==> config.mk <==
export PLATFORM = sky130hd
export DESIGN_NAME = contiguous_page_run_allocator
export DESIGN_NICKNAME = d
export VERILOG_FILES = /design/src/rtl/core/cpra_pkg.sv /design/src/rtl/core/cpra_ram.sv /design/src/rtl/core/cpra_ctrl.sv /design/src/rtl/core/contiguous_page_run_allocator.sv
export SDC_FILE = /design/constraint.sdc
export NUM_CORES = 1
export LEC_CHECK = 0
export BUFFER_PORTS_ARGS = -buffer_cell sky130_fd_sc_hd__buf_2
export CAP_MARGIN = 25
export CORE_AREA = 2 2 385 387
export CTS_CLUSTER_SIZE = 16
export DETAILED_ROUTE_END_ITERATION = 8
export DIE_AREA = 0 0 387 389
export GPL_ROUTABILITY_DRIVEN = 0
export MAX_ROUTING_LAYER = met4
export SKIP_CTS_REPAIR_TIMING = 1
export SYNTH_ARGS = -nofsm -noshare
export SYNTH_HDL_FRONTEND = slang
export SYNTH_HIERARCHICAL = 1
export SYNTH_SLANG_ARGS = --single-unit
==> constraint.sdc <==
create_clock -name clk -period 5.7 [get_ports clk]
set_clock_uncertainty 0.1 [all_clocks]
set_input_delay 0.57 -clock clk [delete_from_list [all_inputs] [get_ports clk]]
set_output_delay 0.57 -clock clk [all_outputs]
set_load 0.02 [all_outputs]
==> src/rtl/core/cpra_pkg.sv <==
// ----------------------------------------------------------------------------
// cpra_pkg
// Shared types and constants of the contiguous page run allocator.
// ----------------------------------------------------------------------------
package cpra_pkg;

  localparam int DEF_SLOT_COUNT = 64;
  localparam int DEF_PAGE_BITS  = 12;

  localparam int SIZE_W   = 32;
  localparam int ADDR_W   = 64;
  localparam int STATUS_W = 3;

  typedef logic [STATUS_W-1:0] status_t;

  localparam status_t ST_OK             = 3'd0;
  localparam status_t ST_NO_SPACE       = 3'd1;
  localparam status_t ST_SIZE_UNALIGNED = 3'd2;
  localparam status_t ST_OUT_OF_RANGE   = 3'd3;
  localparam status_t ST_ADDR_UNALIGNED = 3'd4;
  localparam status_t ST_NOT_MAPPED     = 3'd5;

  localparam logic OP_ALLOC = 1'b0;
  localparam logic OP_FREE  = 1'b1;

  // finished result, held by the controller until the output stage takes it
  typedef struct packed {
    logic              valid;
    logic [ADDR_W-1:0] addr;
    status_t           status;
  } res_t;

endpackage

==> src/rtl/core/cpra_ram.sv <==
// ----------------------------------------------------------------------------
// cpra_ram
// Simple dual-port RAM: one write port, one read port, registered read.
// ----------------------------------------------------------------------------
module cpra_ram #(
  parameter int WIDTH = 8,
  parameter int DEPTH = 64,
  localparam int AW = (DEPTH > 1) ? $clog2(DEPTH) : 1
) (
  input  logic             clk,
  input  logic             we,
  input  logic [AW-1:0]    waddr,
  input  logic [WIDTH-1:0] wdata,
  input  logic [AW-1:0]    raddr,
  output logic [WIDTH-1:0] rdata
);

  logic [WIDTH-1:0] mem [DEPTH];

  always_ff @(posedge clk) begin
    if (we) begin
      mem[waddr] <= wdata;
    end
    rdata <= mem[raddr];
  end

endmodule

==> src/rtl/core/cpra_ctrl.sv <==
// ----------------------------------------------------------------------------
// cpra_ctrl
// Sequencer for the run map: clearing pass, first-fit scan, run marking and
// run freeing, all through one read and one write port of the map RAM.
// ----------------------------------------------------------------------------
module cpra_ctrl #(
  parameter int SLOT_COUNT = cpra_pkg::DEF_SLOT_COUNT,
  parameter int PAGE_BITS  = cpra_pkg::DEF_PAGE_BITS,
  localparam int SW = (SLOT_COUNT > 1) ? $clog2(SLOT_COUNT) : 1,
  localparam int CW = $clog2(SLOT_COUNT + 1)
) (
  input  logic                        clk,
  input  logic                        rst,
  input  logic                        in_fire,
  input  logic                        op,
  input  logic [cpra_pkg::SIZE_W-1:0] size_bytes,
  input  logic [cpra_pkg::ADDR_W-1:0] free_address,
  input  logic [cpra_pkg::ADDR_W-1:0] region_base,
  output logic                        idle,
  output cpra_pkg::res_t              res,
  input  logic                        res_ack,
  output logic                        ram_we,
  output logic [SW-1:0]               ram_waddr,
  output logic [CW-1:0]               ram_wdata,
  output logic [SW-1:0]               ram_raddr,
  input  logic [CW-1:0]               ram_rdata
);

  localparam logic [2:0] S_INIT = 3'd0;
  localparam logic [2:0] S_IDLE = 3'd1;
  localparam logic [2:0] S_SCAN = 3'd2;
  localparam logic [2:0] S_MARK = 3'd3;
  localparam logic [2:0] S_FCHK = 3'd4;
  localparam logic [2:0] S_FRD  = 3'd5;
  localparam logic [2:0] S_FGO  = 3'd6;
  localparam logic [2:0] S_CLR  = 3'd7;
  localparam logic [3:0] S_RESP = 4'd8;

  localparam logic [SW-1:0] LAST_SLOT = SW'(SLOT_COUNT - 1);
  localparam logic [cpra_pkg::SIZE_W-1:0] SIZE_MASK =
    cpra_pkg::SIZE_W'((64'(1) << PAGE_BITS) - 64'(1));
  localparam logic [cpra_pkg::ADDR_W-1:0] ADDR_MASK =
    (64'(1) << PAGE_BITS) - 64'(1);

  logic [3:0]                  state;
  logic [SW-1:0]               wptr;      // clear / mark / init pointer
  logic [CW-1:0]               left;      // slots still to write
  logic [CW-1:0]               need;      // free slots the run needs (>= 1)
  logic                        zero_len;  // zero-size alloc: no marking
  logic [SW-1:0]               scan_idx;
  logic                        scan_end;  // last read issued
  logic                        pend;      // read data for chk_idx arrives now
  logic [SW-1:0]               chk_idx;
  logic [CW-1:0]               cur_len;
  logic [SW-1:0]               cur_start;
  logic [SW-1:0]               slot;
  logic [cpra_pkg::ADDR_W-1:0] va;
  logic [cpra_pkg::ADDR_W-1:0] res_addr;
  cpra_pkg::status_t           res_status;

  logic [cpra_pkg::SIZE_W-1:0] pages;
  logic [cpra_pkg::ADDR_W:0]   diff;
  logic [cpra_pkg::ADDR_W-1:0] slot_wide;
  logic [CW-1:0]               len_next;
  logic [SW-1:0]               start_next;
  logic [CW-1:0]               lim;

  assign pages      = size_bytes >> PAGE_BITS;
  assign diff       = {1'b0, va} - {1'b0, region_base};
  assign slot_wide  = diff[cpra_pkg::ADDR_W-1:0] >> PAGE_BITS;
  assign len_next   = cur_len + CW'(1);
  assign start_next = (cur_len == '0) ? chk_idx : cur_start;
  assign lim        = CW'(SLOT_COUNT) - CW'(slot);

  assign idle = (state == {1'b0, S_IDLE});

  assign res.valid  = (state == S_RESP);
  assign res.addr   = res_addr;
  assign res.status = res_status;

  always_comb begin
    ram_we    = 1'b0;
    ram_waddr = wptr;
    ram_wdata = '0;
    ram_raddr = scan_idx;
    case (state)
      {1'b0, S_INIT}, {1'b0, S_CLR}: begin
        ram_we = 1'b1;
      end
      {1'b0, S_MARK}: begin
        ram_we    = 1'b1;
        ram_wdata = left;
      end
      {1'b0, S_FRD}: begin
        ram_raddr = slot;
      end
      default: begin
      end
    endcase
  end

  always_ff @(posedge clk) begin
    if (rst) begin
      state <= {1'b0, S_INIT};
      wptr  <= '0;
      pend  <= 1'b0;
    end else begin
      case (state)
        {1'b0, S_INIT}: begin
          wptr <= wptr + SW'(1);
          if (wptr == LAST_SLOT) begin
            state <= {1'b0, S_IDLE};
          end
        end

        {1'b0, S_IDLE}: begin
          if (in_fire) begin
            res_addr <= '0;
            va       <= free_address;
            if (op == cpra_pkg::OP_FREE) begin
              state <= {1'b0, S_FCHK};
            end else if ((size_bytes & SIZE_MASK) != '0) begin
              res_status <= cpra_pkg::ST_SIZE_UNALIGNED;
              state      <= S_RESP;
            end else if (pages > cpra_pkg::SIZE_W'(SLOT_COUNT)) begin
              res_status <= cpra_pkg::ST_NO_SPACE;
              state      <= S_RESP;
            end else begin
              need     <= (pages == '0) ? CW'(1) : CW'(pages);
              zero_len <= (pages == '0);
              scan_idx <= '0;
              scan_end <= 1'b0;
              pend     <= 1'b0;
              cur_len  <= '0;
              state    <= {1'b0, S_SCAN};
            end
          end
        end

        // reads stream one slot a cycle; data for chk_idx lands in the cycle after its read
        {1'b0, S_SCAN}: begin
          if (!scan_end) begin
            scan_idx <= scan_idx + SW'(1);
            scan_end <= (scan_idx == LAST_SLOT);
          end
          pend    <= !scan_end;
          chk_idx <= scan_idx;
          if (pend) begin
            if (ram_rdata == '0) begin
              cur_len   <= len_next;
              cur_start <= start_next;
            end else begin
              cur_len <= '0;
            end
            if (ram_rdata == '0 && len_next == need) begin
              res_addr   <= region_base +
                            (cpra_pkg::ADDR_W'(start_next) << PAGE_BITS);
              res_status <= cpra_pkg::ST_OK;
              wptr       <= start_next;
              left       <= need;
              state      <= zero_len ? S_RESP : {1'b0, S_MARK};
            end else if (chk_idx == LAST_SLOT) begin
              res_status <= cpra_pkg::ST_NO_SPACE;
              state      <= S_RESP;
            end
          end
        end

        {1'b0, S_MARK}, {1'b0, S_CLR}: begin
          wptr <= wptr + SW'(1);
          left <= left - CW'(1);
          if (left == CW'(1)) begin
            state <= S_RESP;
          end
        end

        {1'b0, S_FCHK}: begin
          if (diff[cpra_pkg::ADDR_W] ||
              slot_wide >= cpra_pkg::ADDR_W'(SLOT_COUNT)) begin
            res_status <= cpra_pkg::ST_OUT_OF_RANGE;
            state      <= S_RESP;
          end else if ((va & ADDR_MASK) != '0) begin
            res_status <= cpra_pkg::ST_ADDR_UNALIGNED;
            state      <= S_RESP;
          end else begin
            slot  <= SW'(slot_wide);
            state <= {1'b0, S_FRD};
          end
        end

        {1'b0, S_FRD}: begin
          state <= {1'b0, S_FGO};
        end

        {1'b0, S_FGO}: begin
          if (ram_rdata == '0) begin
            res_status <= cpra_pkg::ST_NOT_MAPPED;
            state      <= S_RESP;
          end else begin
            // clamp the count at the map end so the clear stays inside the map
            left       <= (ram_rdata > lim) ? lim : ram_rdata;
            wptr       <= slot;
            res_status <= cpra_pkg::ST_OK;
            state      <= {1'b0, S_CLR};
          end
        end

        S_RESP: begin
          if (res_ack) begin
            state <= {1'b0, S_IDLE};
          end
        end

        default: begin
          state <= {1'b0, S_IDLE};
        end
      endcase
    end
  end

endmodule

==> src/rtl/core/contiguous_page_run_allocator.sv <==
// ----------------------------------------------------------------------------
// contiguous_page_run_allocator
// First-fit allocator of contiguous page runs over a map of page slots.
// ----------------------------------------------------------------------------
//  channel   dir  handshake                  payload
//  s_axis    in   s_axis_tvalid/tready       tuser: operation; tdata: size, address
//  m_axis    out  m_axis_tvalid/tready       tdata: result_address, status
//  cfg       in   cfg_we                     cfg_wdata: region_base
//
//  Alloc: accept, map scan (one RAM read per cycle), marking of the run's pages
//  (none for a zero size), hand-over. Free: range and alignment check, read of
//  the run count, clearing of the run through the one RAM write port, hand-over.
//  After reset a clearing pass over every slot runs before the first item.
//  A finished item sits in the output register; the next item is taken meanwhile.
// ----------------------------------------------------------------------------
module contiguous_page_run_allocator #(
  parameter int SLOT_COUNT = cpra_pkg::DEF_SLOT_COUNT,
  parameter int PAGE_BITS  = cpra_pkg::DEF_PAGE_BITS
) (
  input  logic        clk,
  input  logic        rst,
  input  logic        s_axis_tvalid,
  output logic        s_axis_tready,
  input  logic [95:0] s_axis_tdata,   // [31:0] size_bytes, [95:32] free_address
  input  logic [0:0]  s_axis_tuser,   // [0] operation
  output logic        m_axis_tvalid,
  input  logic        m_axis_tready,
  output logic [71:0] m_axis_tdata,   // [63:0] result_address, [66:64] status
  input  logic        cfg_we,
  input  logic [63:0] cfg_wdata
);

  localparam int SW = (SLOT_COUNT > 1) ? $clog2(SLOT_COUNT) : 1;
  localparam int CW = $clog2(SLOT_COUNT + 1);

  logic [cpra_pkg::ADDR_W-1:0] region_base;
  logic                        in_fire;
  logic                        res_ack;
  cpra_pkg::res_t              res;
  logic                        ram_we;
  logic [SW-1:0]               ram_waddr;
  logic [CW-1:0]               ram_wdata;
  logic [SW-1:0]               ram_raddr;
  logic [CW-1:0]               ram_rdata;
  logic [cpra_pkg::ADDR_W-1:0] out_addr;
  cpra_pkg::status_t           out_status;

  assign in_fire = s_axis_tvalid && s_axis_tready;
  assign res_ack = !m_axis_tvalid || m_axis_tready;

  always_ff @(posedge clk) begin
    if (rst) begin
      region_base <= '0;
    end else if (cfg_we) begin
      region_base <= cfg_wdata;
    end
  end

  cpra_ctrl #(
    .SLOT_COUNT (SLOT_COUNT),
    .PAGE_BITS  (PAGE_BITS)
  ) u_ctrl (
    .clk          (clk),
    .rst          (rst),
    .in_fire      (in_fire),
    .op           (s_axis_tuser[0]),
    .size_bytes   (s_axis_tdata[31:0]),
    .free_address (s_axis_tdata[95:32]),
    .region_base  (region_base),
    .idle         (s_axis_tready),
    .res          (res),
    .res_ack      (res_ack),
    .ram_we       (ram_we),
    .ram_waddr    (ram_waddr),
    .ram_wdata    (ram_wdata),
    .ram_raddr    (ram_raddr),
    .ram_rdata    (ram_rdata)
  );

  cpra_ram #(
    .WIDTH (CW),
    .DEPTH (SLOT_COUNT)
  ) u_run_map (
    .clk   (clk),
    .we    (ram_we),
    .waddr (ram_waddr),
    .wdata (ram_wdata),
    .raddr (ram_raddr),
    .rdata (ram_rdata)
  );

  // output register
  always_ff @(posedge clk) begin
    if (rst) begin
      m_axis_tvalid <= 1'b0;
    end else if (res_ack) begin
      m_axis_tvalid <= res.valid;
    end
  end

  always_ff @(posedge clk) begin
    if (res_ack && res.valid) begin
      out_addr   <= res.addr;
      out_status <= res.status;
    end
  end

  assign m_axis_tdata = {5'b0, out_status, out_addr};

`ifndef ASSERT_OFF
  a_one_item_in_flight: assert property (@(posedge clk) disable iff (rst)
    in_fire |=> !s_axis_tready)
    else $error("input taken while an item is still in work");

  a_result_taken_once: assert property (@(posedge clk) disable iff (rst)
    (res.valid && res_ack) |=> !res.valid)
    else $error("result handed to output stage twice");

  a_fail_has_zero_addr: assert property (@(posedge clk) disable iff (rst)
    (m_axis_tvalid && out_status != cpra_pkg::ST_OK) |-> (out_addr == '0))
    else $error("failed item carries a nonzero address");

  a_status_legal: assert property (@(posedge clk) disable iff (rst)
    m_axis_tvalid |-> (out_status <= cpra_pkg::ST_NOT_MAPPED))
    else $error("status code out of range");
`endif

endmodule

==> results.yml <==
outcome:
  outcome: "completed"
sta:
  maxSlewHeadroom_pct: 31.2
  setup_tns_ns: 0
  setup_violations: 0
  final-hold-violation-count: 0
  rsz0062_at_grt: "no"
  worst_hold_slack_ns: 0.0232
  clock.fmax_mhz: 185
  timing.final.max_slew_violations: 0
  ratio_of_final_minimum_period_to_clock_period_pct: 94.8
  fin_ws_ns: 0.296
  finalWorstPathRequiredPeriod_ns: 5.40
  worst-slew-pin-transition_ns: 1.03
logic_synthesis:
  number_of_enable_flip_flop_cells_after_synthesis: 693
  synth.top_cells.by_area: "sky130_fd_sc_hd__edfxtp_1 57%, sky130_fd_sc_hd__mux4_2 7.0%, sky130_fd_sc_hd__dfxtp_1 4.6%"
  avgSynthCellArea_um2: 13.4
  synth_area_leader_cell: "sky130_fd_sc_hd__edfxtp_1"
  yosysMostFrequentCell: "sky130_fd_sc_hd__edfxtp_1"
  synth_top_cells_by_count: "693 x sky130_fd_sc_hd__edfxtp_1, 325 x sky130_fd_sc_hd__nor2_1, 143 x sky130_fd_sc_hd__nand2_1"
  synth_cell_types: 98
  synth_seq_area_share_pct: 61.9
  synth-main-ff-cell: "sky130_fd_sc_hd__edfxtp_1"
  yosysTopAreaCellShare_pct: 57.3
  yosys_warnings: 6
  async_reset_ff_share_pct: 0
  synthCells: 2714
  ys_seq_elements: 776
  synthesis.area_um2: 36300
global_route:
  use_met3_pct: 3.76
  grt_util_met1_pct: 17.7
  grt_first_pass_wirelength_um: 156000
  grt.busiest_layer: "met2"
  initial_antenna_violation_count: 16
  groute.usage.overall_pct: 14.1
  grt_max_degree: 89
  grt_pass1_vias: 23685
  fraction_of_met2_tracks_used_by_global_routing_pct: 22.3
  grt.overflow.total: 0
cells_and_area:
  design.final.nets: 3257
  final_cells: 5017
  stdcell_area_um2: 43000
  num-fill-cells: 14642
  drive_above_1_share_pct: 19.1
  synthToLayoutAreaGrowth_pct: 18.5
  finish.utilization_pct: 29.3
power:
  power_density_nw_per_um2: 294
  comb_power_share_pct: 6.9
  power_frac_seq_pct: 50.0
  p_sw_mw: 3.03
  p_total_mw: 12.6
  cell_internal_power_mw: 9.62
  worst_ir_drop_vdd_uv: 205
  switching_share_pct: 23.9
  p_leak_nw: 13.4
  power.clock.fraction_pct: 43.1
worst_setup_path:
  path_class: "flip-flop to flip-flop"
  worst-endpoint-arrival_ns: 5.63
  critPathLaunchType: "flip-flop"
  reg2reg_slack_ns: 0.30
  worst_setup_path_end_kind: "flip-flop"
  worst_ep_required_time_ns: 5.93
  crit_path_max_fanout: 14
place:
  dpl_worst_slack_ns: 0.459
  placedInstanceArea_um2: 39500
  place_inst: 4786
  port-buffer-count: 234
  post-dp-hpwl_um: 75900
clock_tree:
  cts-root-to-sink-buffers: 3
  cts.clk_slew.worst_paths_ns: 0.06
  tritoncts: "built"
  cts_made_buffers: 84
  worst_skew_pair.late_latency_ns: 0.71
  tritoncts_num_sinks: 776
  ctsRootBufferMaster: "sky130_fd_sc_hd__clkbuf_16"
  cts.htree.levels: 3
run:
  cap_viol_max_count: 0
detailed_routing:
  ant_nets: 0
  routed_wl_um: 107000
  drcViolationCount: 0
  vias: 24624
  wire_per_inst_um: 21.2
  drt-pass1-iter-count: 6
  drt_iter0_markers: 2964
  post_drt_via_cell_ratio: 4.91
floorplan:
  dieArea_um2: 151000
  core_ar_um2: 147000
  dieWidth_um: 387
  start_util_pct: 24.8
  floorplan.io_pins: 240
  die_h_um: 389
  floorplan.rows: 141
hold_path:
  hold_crit_path_type: "primary input to flip-flop"
==> sequential cells by signal, summed over array words and instances (netlist names), 6 cells and up <==
| register | count |
|---|---|
| u_ctrl/left | 7 |
| u_run_map/mem | 448 |
| u_ctrl/cur_start | 6 |
| u_ctrl/va | 64 |
| u_ctrl/need | 7 |
| out_addr | 64 |
| u_ctrl/cur_len | 7 |
| u_ctrl/ram_waddr | 6 |
| u_ctrl/chk_idx | 6 |
| u_ctrl/res_addr | 64 |
| u_ctrl/slot | 6 |
| u_run_map/rdata | 7 |
| region_base | 64 |
| u_ctrl/scan_idx | 6 |
==> worst paths after layout <==
kind | cells past startpoint | startpoint | endpoint
hold reg to reg | 0 | u_ctrl/res_addr[20]$_SDFFCE_PN0P_ | out_addr[20]$_DFFE_PP_
hold / removal | 3 | cfg_wdata[49] | region_base[49]$_SDFFE_PP0P_
setup / recovery | 13 | region_base[18]$_SDFFE_PP0P_ | u_ctrl/slot[2]$_DFFE_PP_
setup reg to reg | 13 | region_base[18]$_SDFFE_PP0P_ | u_ctrl/slot[2]$_DFFE_PP_
==> cell usage in the layout, fill, tap and decap left out, types with 68 or more instances in the layout <==
cell,instances
sky130_fd_sc_hd__ha_1,83
sky130_fd_sc_hd__a21oi_1,116
sky130_fd_sc_hd__nor2_1,323
sky130_fd_sc_hd__mux2i_1,99
sky130_fd_sc_hd__xnor2_1,68
sky130_fd_sc_hd__edfxtp_1,693
sky130_fd_sc_hd__inv_1,105
sky130_fd_sc_hd__o21ai_0,79
sky130_fd_sc_hd__dfxtp_1,83
sky130_fd_sc_hd__clkbuf_16,84
sky130_fd_sc_hd__nand2_1,143
sky130_fd_sc_hd__mux4_2,112
sky130_fd_sc_hd__buf_2,233
==> critical path, cell delays in order (launching register included) <==
cell                        delay [ns]
sky130_fd_sc_hd__dfxtp_1          0.39
sky130_fd_sc_hd__inv_1            0.10
sky130_fd_sc_hd__ha_1             0.55
sky130_fd_sc_hd__a21oi_1          0.28
sky130_fd_sc_hd__o21ai_0          0.21
sky130_fd_sc_hd__a21oi_1          0.28
sky130_fd_sc_hd__o21ai_0          0.20
sky130_fd_sc_hd__a2111oi_2        0.72
sky130_fd_sc_hd__nor2_1           0.27
sky130_fd_sc_hd__mux2i_1          0.18
sky130_fd_sc_hd__or4_1            0.58
sky130_fd_sc_hd__nor4_2           0.34
sky130_fd_sc_hd__nand4_1          0.15
sky130_fd_sc_hd__nor4_2           0.69
==> cell families after synthesis <==
group           count (synthesis)  share of synthesized area [%]
simple gates                  840                           11.1
mux                           224                           10.1
flops                         776                           61.9
other cells                     1                         0.0103
compound gates                458                           8.47
xor+xnor                       90                           2.29
fa+ha+maj                      84                           2.92
buf+inv                       241                           3.17
==> cell type report <==
class / instances / area, µm² / share of cell area, %
diodes: 11 / 27.5 / 0.0640
clock buffers: 99 / 2170 / 5.04
clock inverters: 56 / 606 / 1.41
inverters: 105 / 394 / 0.916
multi-input cells: 1701 / 12700 / 29.6
flip-flops and latches: 776 / 22500 / 52.2
well taps: 1930 / 2410 / 5.61
repair buffers: 339 / 2180 / 5.08
==> power groups by stage <==
stage / Combinational, mW / Clock, mW / Sequential (mW)
floorplan: 0.546 / 0 / 6.40
global placement: 0.808 / 0 / 6.44
detailed placement: 0.806 / 0 / 6.44
CTS: 0.813 / 5.58 / 6.32
global route: 0.932 / 5.80 / 6.34
finish: 0.867 / 5.46 / 6.33
==> metal layers <==
| metal | up-vias | part of all wire, % |
|---|---|---|
| li1 | 11021 | - |
| met1 | 12209 | 42 |
| met2 | 1167 | 47 |
| met3 | 227 | 8.6 |
| met4 | 0 | 3.0 |
| met5 | - | 0 |
(Power assumes the default switching activity.)
